## src/hdl/spq_pkg.sv

```systemverilog
// ----------------------------------------------------------------------------
// spq_pkg
// Operation and error codes, and the command and status words that pass
// between the queue controller and the queue datapath.
// ----------------------------------------------------------------------------
package spq_pkg;

  localparam logic FUNC_INSERT = 1'b0;
  localparam logic FUNC_REMOVE = 1'b1;

  localparam logic [1:0] ERR_OK    = 2'd0;
  localparam logic [1:0] ERR_FULL  = 2'd1;
  localparam logic [1:0] ERR_EMPTY = 2'd2;

  typedef struct packed {
    logic       load;    // capture a result word
    logic       insert;  // place the request entry
    logic       remove;  // drop the head entry
    logic [1:0] err;
  } cmd_t;

  typedef struct packed {
    logic full;
    logic empty;
  } stat_t;

endpackage

```

## src/hdl/spq_req_if.sv

```systemverilog
// ----------------------------------------------------------------------------
// spq_req_if
// Request channel: operation, data word and priority, with valid/ready.
// ----------------------------------------------------------------------------
interface spq_req_if #(
  parameter int DW = 32,
  parameter int PW = 16
);
  logic          valid;
  logic          ready;
  logic          func;
  logic [DW-1:0] item_value;
  logic [PW-1:0] item_priority;

  modport source (output valid, func, item_value, item_priority, input ready);
  modport sink   (input valid, func, item_value, item_priority, output ready);
  modport mon    (input valid, ready, func, item_value, item_priority);
endinterface

```

## src/hdl/spq_res_if.sv

```systemverilog
// ----------------------------------------------------------------------------
// spq_res_if
// Result channel: removed entry, head entry, fill state and error code.
// ----------------------------------------------------------------------------
interface spq_res_if #(
  parameter int DW = 32,
  parameter int CW = 5
);
  logic          valid;
  logic          ready;
  logic [DW-1:0] removed_value;
  logic          removed_valid;
  logic [DW-1:0] head_value;
  logic          is_empty_flag;
  logic [CW-1:0] entry_count;
  logic [1:0]    error_code;

  modport source (output valid, removed_value, removed_valid, head_value,
                  is_empty_flag, entry_count, error_code, input ready);
  modport sink   (input valid, removed_value, removed_valid, head_value,
                  is_empty_flag, entry_count, error_code, output ready);
  modport mon    (input valid, ready, removed_value, removed_valid, head_value,
                  is_empty_flag, entry_count, error_code);
endinterface

```

## src/hdl/sorted_priority_queue.sv

```systemverilog
// ----------------------------------------------------------------------------
// sorted_priority_queue
// Priority queue of CAPACITY entries held in descending priority order;
// newest first among equal priorities. Insert, remove head, report state.
// ----------------------------------------------------------------------------
//   Channel | Dir | Payload                                      | Word
//   req     | in  | func, item_value, item_priority              | one request
//   res     | out | removed_value, removed_valid, head_value,    | one result
//           |     | is_empty_flag, entry_count, error_code       |
//
// One request word a cycle unless the result stalls: every cell compares its
// priority with the request in parallel and shifts or holds in the same cycle.
// The result appears in the result register in the cycle after acceptance.
// A stalled result holds; a new request is taken in the cycle it drains.
// Reset empties the queue at once; no clearing pass is needed.
// ----------------------------------------------------------------------------
module sorted_priority_queue #(
  parameter int CAPACITY       = 16,
  parameter int DATA_WIDTH     = 32,
  parameter int PRIORITY_WIDTH = 16
) (
  input logic   clk,
  input logic   rst,
  spq_req_if.sink   req,
  spq_res_if.source res
);

  localparam int CW = $clog2(CAPACITY + 1);

  spq_pkg::cmd_t  cmd;
  spq_pkg::stat_t stat;

  spq_ctrl u_ctrl (
    .clk       (clk),
    .rst       (rst),
    .req_valid (req.valid),
    .req_func  (req.func),
    .req_ready (req.ready),
    .res_valid (res.valid),
    .res_ready (res.ready),
    .stat      (stat),
    .cmd       (cmd)
  );

  spq_dpath #(
    .CAPACITY (CAPACITY),
    .DW       (DATA_WIDTH),
    .PW       (PRIORITY_WIDTH),
    .CW       (CW)
  ) u_dpath (
    .clk           (clk),
    .rst           (rst),
    .cmd           (cmd),
    .stat          (stat),
    .in_value      (req.item_value),
    .in_priority   (req.item_priority),
    .removed_value (res.removed_value),
    .removed_valid (res.removed_valid),
    .head_value    (res.head_value),
    .is_empty_flag (res.is_empty_flag),
    .entry_count   (res.entry_count),
    .error_code    (res.error_code)
  );

endmodule

```

## src/hdl/spq_ctrl.sv

```systemverilog
// ----------------------------------------------------------------------------
// spq_ctrl
// Handshake controller: accepts a request word when the result register is
// free or draining, decodes the operation against the fill state and issues
// one command to the datapath.
// ----------------------------------------------------------------------------
module spq_ctrl (
  input  logic           clk,
  input  logic           rst,
  input  logic           req_valid,
  input  logic           req_func,
  output logic           req_ready,
  output logic           res_valid,
  input  logic           res_ready,
  input  spq_pkg::stat_t stat,
  output spq_pkg::cmd_t  cmd
);

  typedef enum logic {
    ST_IDLE,
    ST_HOLD
  } state_t;

  state_t state;
  logic   accept;

  // the result register parts the two sides: take a word while one drains
  assign req_ready = (state == ST_IDLE) || res_ready;
  assign accept    = req_valid && req_ready;

  always_comb begin
    cmd        = '0;
    cmd.load   = accept;
    cmd.insert = accept && (req_func == spq_pkg::FUNC_INSERT) && !stat.full;
    cmd.remove = accept && (req_func == spq_pkg::FUNC_REMOVE) && !stat.empty;
    if ((req_func == spq_pkg::FUNC_INSERT) && stat.full) begin
      cmd.err = spq_pkg::ERR_FULL;
    end else if ((req_func == spq_pkg::FUNC_REMOVE) && stat.empty) begin
      cmd.err = spq_pkg::ERR_EMPTY;
    end else begin
      cmd.err = spq_pkg::ERR_OK;
    end
  end

  always_ff @(posedge clk) begin
    if (rst) begin
      state     <= ST_IDLE;
      res_valid <= 1'b0;
    end else begin
      unique case (state)
        ST_IDLE: begin
          if (accept) begin
            state     <= ST_HOLD;
            res_valid <= 1'b1;
          end
        end
        ST_HOLD: begin
          if (res_ready && !accept) begin
            state     <= ST_IDLE;
            res_valid <= 1'b0;
          end
        end
        default: begin
          state     <= ST_IDLE;
          res_valid <= 1'b0;
        end
      endcase
    end
  end

endmodule

```

## src/hdl/spq_dpath.sv

```systemverilog
// ----------------------------------------------------------------------------
// spq_dpath
// Shift-register queue: a row of cells kept in descending priority order,
// compared in parallel with the request priority, plus the result register.
// ----------------------------------------------------------------------------
module spq_dpath #(
  parameter int CAPACITY = 16,
  parameter int DW       = 32,
  parameter int PW       = 16,
  parameter int CW       = 5
) (
  input  logic           clk,
  input  logic           rst,
  input  spq_pkg::cmd_t  cmd,
  output spq_pkg::stat_t stat,
  input  logic [DW-1:0]  in_value,
  input  logic [PW-1:0]  in_priority,
  output logic [DW-1:0]  removed_value,
  output logic           removed_valid,
  output logic [DW-1:0]  head_value,
  output logic           is_empty_flag,
  output logic [CW-1:0]  entry_count,
  output logic [1:0]     error_code
);

  logic [DW-1:0] vals [CAPACITY];
  logic [PW-1:0] pris [CAPACITY];
  logic [DW-1:0] vals_next [CAPACITY];
  logic [PW-1:0] pris_next [CAPACITY];
  logic [CW-1:0] cnt;
  logic [CW-1:0] cnt_next;
  logic [CAPACITY-1:0] keep;
  logic [DW-1:0] head_next;

  assign stat.full  = (cnt == CW'(CAPACITY));
  assign stat.empty = (cnt == '0);

  // a held cell of strictly higher priority stays put; these form a prefix
  always_comb begin
    for (int i = 0; i < CAPACITY; i++) begin
      keep[i] = (CW'(i) < cnt) && (pris[i] > in_priority);
    end
  end

  always_comb begin
    for (int i = 0; i < CAPACITY; i++) begin
      vals_next[i] = vals[i];
      pris_next[i] = pris[i];
      if (cmd.insert) begin
        if (keep[i]) begin
          vals_next[i] = vals[i];
          pris_next[i] = pris[i];
        end else if (i == 0) begin
          vals_next[i] = in_value;
          pris_next[i] = in_priority;
        end else if (keep[i-1]) begin
          vals_next[i] = in_value;
          pris_next[i] = in_priority;
        end else begin
          vals_next[i] = vals[i-1];
          pris_next[i] = pris[i-1];
        end
      end else if (cmd.remove && (i < CAPACITY - 1)) begin
        vals_next[i] = vals[i+1];
        pris_next[i] = pris[i+1];
      end
    end
  end

  always_comb begin
    cnt_next = cnt;
    if (cmd.insert) begin
      cnt_next = cnt + CW'(1);
    end else if (cmd.remove) begin
      cnt_next = cnt - CW'(1);
    end
  end

  always_comb begin
    if (cmd.insert) begin
      head_next = keep[0] ? vals[0] : in_value;
    end else if (cmd.remove) begin
      head_next = (cnt > CW'(1)) ? vals[1] : '0;
    end else begin
      head_next = stat.empty ? '0 : vals[0];
    end
  end

  always_ff @(posedge clk) begin
    if (rst) begin
      cnt <= '0;
    end else begin
      cnt <= cnt_next;
    end
  end

  always_ff @(posedge clk) begin
    for (int i = 0; i < CAPACITY; i++) begin
      vals[i] <= vals_next[i];
      pris[i] <= pris_next[i];
    end
  end

  // result word, written once per accepted request
  always_ff @(posedge clk) begin
    if (cmd.load) begin
      removed_value <= cmd.remove ? vals[0] : '0;
      removed_valid <= cmd.remove;
      head_value    <= head_next;
      is_empty_flag <= (cnt_next == '0);
      entry_count   <= cnt_next;
      error_code    <= cmd.err;
    end
  end

endmodule

```

## src/flat_wrapper.sv

```systemverilog
// flat-port wrapper written by rule: the top's interface ports become plain ports
module sorted_priority_queue_flat 
#(
  parameter int CAPACITY       = 16,
  parameter int DATA_WIDTH     = 32,
  parameter int PRIORITY_WIDTH = 16
)
  (clk, rst, req_valid, req_func, req_item_value, req_item_priority, req_ready, res_valid, res_removed_value, res_removed_valid, res_head_value, res_is_empty_flag, res_entry_count, res_error_code, res_ready);
  spq_req_if req_i ();
  spq_res_if res_i ();
  input logic clk;
  input logic rst;
  input wire logic [$bits(req_i.valid)-1:0] req_valid;
  input wire logic [$bits(req_i.func)-1:0] req_func;
  input wire logic [$bits(req_i.item_value)-1:0] req_item_value;
  input wire logic [$bits(req_i.item_priority)-1:0] req_item_priority;
  output wire logic [$bits(req_i.ready)-1:0] req_ready;
  output wire logic [$bits(res_i.valid)-1:0] res_valid;
  output wire logic [$bits(res_i.removed_value)-1:0] res_removed_value;
  output wire logic [$bits(res_i.removed_valid)-1:0] res_removed_valid;
  output wire logic [$bits(res_i.head_value)-1:0] res_head_value;
  output wire logic [$bits(res_i.is_empty_flag)-1:0] res_is_empty_flag;
  output wire logic [$bits(res_i.entry_count)-1:0] res_entry_count;
  output wire logic [$bits(res_i.error_code)-1:0] res_error_code;
  input wire logic [$bits(res_i.ready)-1:0] res_ready;
  assign req_i.valid = req_valid;
  assign req_i.func = req_func;
  assign req_i.item_value = req_item_value;
  assign req_i.item_priority = req_item_priority;
  assign req_ready = req_i.ready;
  assign res_valid = res_i.valid;
  assign res_removed_value = res_i.removed_value;
  assign res_removed_valid = res_i.removed_valid;
  assign res_head_value = res_i.head_value;
  assign res_is_empty_flag = res_i.is_empty_flag;
  assign res_entry_count = res_i.entry_count;
  assign res_error_code = res_i.error_code;
  assign res_i.ready = res_ready;
  sorted_priority_queue #(.CAPACITY(CAPACITY), .DATA_WIDTH(DATA_WIDTH), .PRIORITY_WIDTH(PRIORITY_WIDTH)) u_core (.clk(clk), .rst(rst), .req(req_i), .res(res_i));
endmodule
```

## config.mk

```make
export PLATFORM = sky130hd
export DESIGN_NAME = sorted_priority_queue_flat
export DESIGN_NICKNAME = d
export VERILOG_FILES = /design/src/hdl/spq_pkg.sv /design/src/hdl/spq_req_if.sv /design/src/hdl/spq_res_if.sv /design/src/hdl/sorted_priority_queue.sv /design/src/hdl/spq_ctrl.sv /design/src/hdl/spq_dpath.sv /design/src/flat_wrapper.sv
export SDC_FILE = /design/constraint.sdc
export NUM_CORES = 2
export LEC_CHECK = 0
export BUFFER_PORTS_ARGS = -buffer_cell sky130_fd_sc_hd__clkbuf_2
export CAP_MARGIN = 20
export CORE_MARGIN = 1
export CORE_UTILIZATION = 68
export DETAILED_ROUTE_END_ITERATION = 16
export PLACE_DENSITY = 0.83
export SLEW_MARGIN = 20
export SYNTH_ARGS = -nofsm -noshare
export SYNTH_HDL_FRONTEND = slang
export SYNTH_SLANG_ARGS = --single-unit
```

## constraint.sdc

```tcl
create_clock -name clk -period 14.9 [get_ports clk]
set_input_delay 1.49 -clock clk [delete_from_list [all_inputs] [get_ports clk]]
set_output_delay 1.49 -clock clk [all_outputs]
set_load 0.005 [all_outputs]
```

# [Yosys cells after proc, flatten, opt, wreduce, memory -nomap -nowiden]
# Memories as Yosys holds them, arrays and structs flattened.
# Index checks and enable logic that the tools add are counted.
[word_totals] out_inout_bits=75 in_bits=53 romBits=0 latchBits=0 ramBits=768 word_cells=219 regBits=80 mem_count=2
[op_classes] multipliers=0 magnitude_cmp=33 n_shift=0 eq_ne=3 add_sub_neg=2 bitwise_logic=2 n_div=0 n_reduce_logical=31 n_mux=137
[mem_list] name="u_core.u_dpath.vals" words=16 width=32 rd=16 rd_clocked_by_memory_dff=0 wr=16 line_no="spq_dpath.sv:26" text="logic [DW-1:0] vals [CAPACITY];"
[mem_list] name="u_core.u_dpath.pris" words=16 width=16 rd=16 rd_clocked_by_memory_dff=0 wr=16 line_no="spq_dpath.sv:27" text="logic [PW-1:0] pris [CAPACITY];"
[op_table] op="two-way mux 32 bit" n=66
[op_table] op="two-way mux 16 bit" n=62
[op_table] op="> comparator 16 bit" n=16
[op_table] op="less-than comparator 4 x 5 -> 1 bit (first input constant)" n=8
[op_table] op="logical AND 1 bit" n=24
[op_table] op="less-than comparator 3 x 5 -> 1 bit (first input constant)" n=4
[op_table] op="logical NOT 5 bit" n=2
[op_table] op="less-than comparator 1 x 5 -> 1 bit (first input constant)" n=2
[op_table] op="less-than comparator 2 x 5 -> 1 bit (first input constant)" n=2
[op_table] op="two-way mux 5 bit" n=2
[op_table] op="adder 5 x 1 -> 5 bit (second input constant)" n=1
[op_table] op="== test 5 bit (second input constant)" n=1
[op_table] op="> comparator 5 x 1 -> 1 bit (second input constant)" n=1
[op_table] op="subtractor 5 x 1 -> 5 bit (second input constant)" n=1
[op_table] op="two-way mux 1 bit" n=4
[op_table] op="case mux 1 bit (2 select lines)" n=2
[op_table] op="logical NOT 1 bit" n=3
[op_table] op="two-way mux 2 bit" n=1
[op_table] op="inequality test 2 x 1 -> 1 bit (second input constant)" n=1
[op_table] op="inequality test 2 bit (second input constant)" n=1
[op_table] op="inverter 1 bit" n=2
[op_table] op="AND reduction 2 bit" n=1
[op_table] op="logical OR 1 bit" n=1

# [Longest topological paths before layout]
[logic_depth] ltp_word=8 mapped_depth=12

# [Hierarchy]
# From an unflattened synthesis, not the netlist that was laid out.
[hier_totals] cells_unflattened=4270 hier_area_um2=47430.5
[modules_own_cells] module="spq_dpath" area_per_inst_um2=47296.6 cells_per_inst=4255 instances=1
[modules_own_cells] module="spq_ctrl" area_per_inst_um2=133.9 cells_per_inst=15 instances=1

# [Worst setup path after synthesis]
# No wires, ideal clock.
[synth_timing] kind="input to register" startpoint="input req_item_priority[6]" endpoint="memory u_core.u_dpath.pris[14][4], in the netlist u_core.u_dpath.pris[1][100] (enable)" setup_time_ns=0.520 slack_ns=7.620 t_required_ns=14.380 cell_stages=9 path_buffers=2 arrival_ns=6.760 cell_sequence="inv_1 ha_1 a21o_1 a221o_1 a221oi_1 a21oi_1 buf_2 buf_6 o21ai_0"
[synth_rtl] item="start: declaration" line_no="flat_wrapper.sv:16" text="input wire logic [$bits(req_i.item_priority)-1:0] req_item_priority;"
[synth_rtl] item="end: declaration" line_no="spq_dpath.sv:27"

==> metrics.txt <==
leading area contributor after synthesis=edfxtp_1; final-layout fill cell count=4701; HP Class=register to register; die width=268 um; Worst VDD drop=0.101 mV; status=finished clean; top-area cell type share of the netlist area=between 50% and 60%; FP Rows=between 90 and 100; Cell Chain, Critical Path=clkbuf_2, inv_1, ha_1, a21oi_1, nor2_1, a2111oi_0, o31ai_1, nor2_4, o21ai_0, nand2_2, buf_4; slowest cell delay on critical path=0.88 ns; drt first-iter violations=5252; IO buf count=about 130; Hold Startpoint=u_core.u_dpath.vals[1][248]$_DFFE_PP_; Final HPWL DP=78.3 mm; full die area=about 0.072 sq mm; largest net degree at the start of global routing=270; PwrDens=between 150 and 200 mW/mm^2; Core ar.=0.0699 sq mm; CTS H-tree lvls=3; Post-Syn Area=between 0.04 and 0.05 sq mm; CTS tree=built; sequential element share of the synthesized area=52.9%; RSZ-0062 raised after global routing=no; final non-filler cell total=5452; CTS Sinks=848; Slew Limit Fails=0; CTS resizes=0; Mean Syn Cell Area=10.6 sq um; area of the multi-input gates=0.0210 sq mm; commonest non-fill, non-tap cells in the layout=edfxtp_1, nand2_1, nor2_1; vias per cell=6.63; GRT Overall Usage=33.0%; Worst Setup SP=req_item_priority[8]; register bit count reported by yosys=~850; RePlAce Congestion=about 0.91; Ports=128; DP Worst Slack=8.89 ns; RR Startpoint=u_core.u_dpath.cnt[1]$_SDFF_PP0_; DRC=0; setup ws final=~9.4 ns; Tmin final=5.55 ns; Slew @ Worst Pin=about 1.1 ns; top cells by area, synth=edfxtp_1, mux2i_1, ha_1; Setup Skew=between 0.02 and 0.03 ns; first-pass GRT wire length=187 mm; Antenna Violating Nets Remaining=0; distinct cell type count after synthesis=66; setup_tns=0 ns; gate count of the mapped netlist=4520; Starting Density=68.7%; CTS max path bufs=3; Reg clk slew, reported paths=0.06 ns; commonest non-fill, non-tap cell in the layout=edfxtp_1; crit path max fanout=47; Final Net Count=4747; DIE HEIGHT=around 270 um; initial antenna violation count=4; share of layout cells above drive strength 1=under 10%; total iterations of the first detailed-routing run=7; ys flop type=edfxtp_1; Critical Path Slowest Stage Cell=nor2_4; Num CTS Buffers=87; Tcrit/Tclk final=37.2%; max-cap viol count=0; Register Area=0.0254 sq mm; vias in the first global route=33.4k; Setup Fix Bufs, Post-CTS=0; Post-synth ARST share=0%; Area growth, synth to finish=7.90%; delay-heaviest family, CP=buffers and inverters; CP startpoint kind=input port; WL per Instance=22.0 um; CP arrival=5.85 ns; Final setup viols=0; clk root buf=clkbuf_16; Worst EP required=15.20 ns; Post-Route WL=120 mm; Clk Latency, worst-skew pair=0.66 ns; nature of the critical path endpoint=register; final hold violation count=0; Finished Core Util=74.1%; Ys Warns=0; CP Buf/Inv Count=3; relative slew slack=25.2%; Syn Nets=between 4k and 5k; GR Overflow Total=0; Pleak=roughly 0.022 uW; worst setup path class=input port to register; Cells after DPL=5285; via count=roughly 36k; EDFF count, synth=841; worst hold margin=0.521 ns; Max Clk Rate=approximately 180 MHz; CTS Hold Bufs=0
==> final timing paths <==
kind	end	slack, ns	depth (start not counted)
max reg2reg	u_core.u_dpath.vals[1][79]$_DFFE_PP_	9.96	9
min reg2reg	u_core.u_dpath.vals[1][216]$_DFFE_PP_	0.52	2
min	u_core.u_dpath.vals[1][216]$_DFFE_PP_	0.52	2
max	u_core.u_dpath.vals[1][119]$_DFFE_PP_	9.35	11
==> synth_stat cells (60+ instances only) <==
master and n:
o21ai_1 76, buf_2 98, nand2_1 702, a31oi_1 152, clkbuf_1 191, ha_1 260, o21ai_0 231, nand3_1 60
nor2_1 437, mux2i_1 430, edfxtp_1 841, a21oi_1 355
==> flip-flops by register name, indices dropped and copies added, names as in the netlist, 2 cells and up <==
name / cells
u_core.u_dpath.vals: 512
u_core.u_dpath.entry_count: 5
u_core.u_dpath.head_value: 32
u_core.u_dpath.pris: 256
u_core.u_dpath.removed_value: 32
u_core.u_dpath.error_code: 2
u_core.u_dpath.cnt: 5
==> worst register-to-register path: cells and delay by family, from the launching register on <==
kind / cells / cell delay (ns)
adder cells (fa/ha/maj): 1 / 0.24
AND/OR/NAND/NOR: 3 / 0.69
buffers and inverters: 4 / 2.94
flip-flops: 1 / 0.74
AO/OA/AOI/OAI: 1 / 0.21
==> where the power goes <==
part,leakage [uW],total [uW],switching [uW],internal [uW]
combinational,0.0126,1930,1230,695
sequential,0.00799,3560,304,3260
clock,0.00144,2280,969,1310
total,0.0220,7770,2510,5270
==> cell families (layout without fill, tap and decap cells) <==
| kind of cell | Yosys count | count (layout) | synth area share [%] |
|---|---|---|---|
| AO/OA/AOI/OAI | 1054 | 1054 | 13.1 |
| multiplexers | 478 | 478 | 10.1 |
| flip-flops | 848 | 848 | 52.9 |
| other | 0 | 4 | 0 |
| buffers and inverters | 402 | 390 | 3.81 |
| XOR/XNOR | 4 | 4 | 0.0730 |
| adder cells (fa/ha/maj) | 260 | 260 | 6.77 |
| AND/OR/NAND/NOR | 1474 | 1474 | 13.3 |
==> final cells by class <==
cell class	count	area share, %
antenna	4	0.0193
clock buffer	103	4.32
clock inverter	60	1.38
inverter	51	0.369
multi-input combinational	3270	40.6
sequential	848	49.0
tap	940	2.27
timing repair buffer	176	2.02
==> per-layer routing <==
layer	track usage [%]	share of wire, %	vias to the layer above
li1	-	-	16400
met1	50.4	43	17300
met2	48.5	44	2230
met3	5.50	11	215
met4	9.53	2.1	0
met5	0	0	-
==> stage by stage <==
step / cell area, sq um / power, uW
finish: 51800 / 7770
global route: 51800 / 8090
CTS: 51800 / 7720
detailed placement: 48800 / 5460
global placement: 48800 / 5370
floorplan: 48000 / 4890
Note: power is estimated with default switching activity, not from simulation.
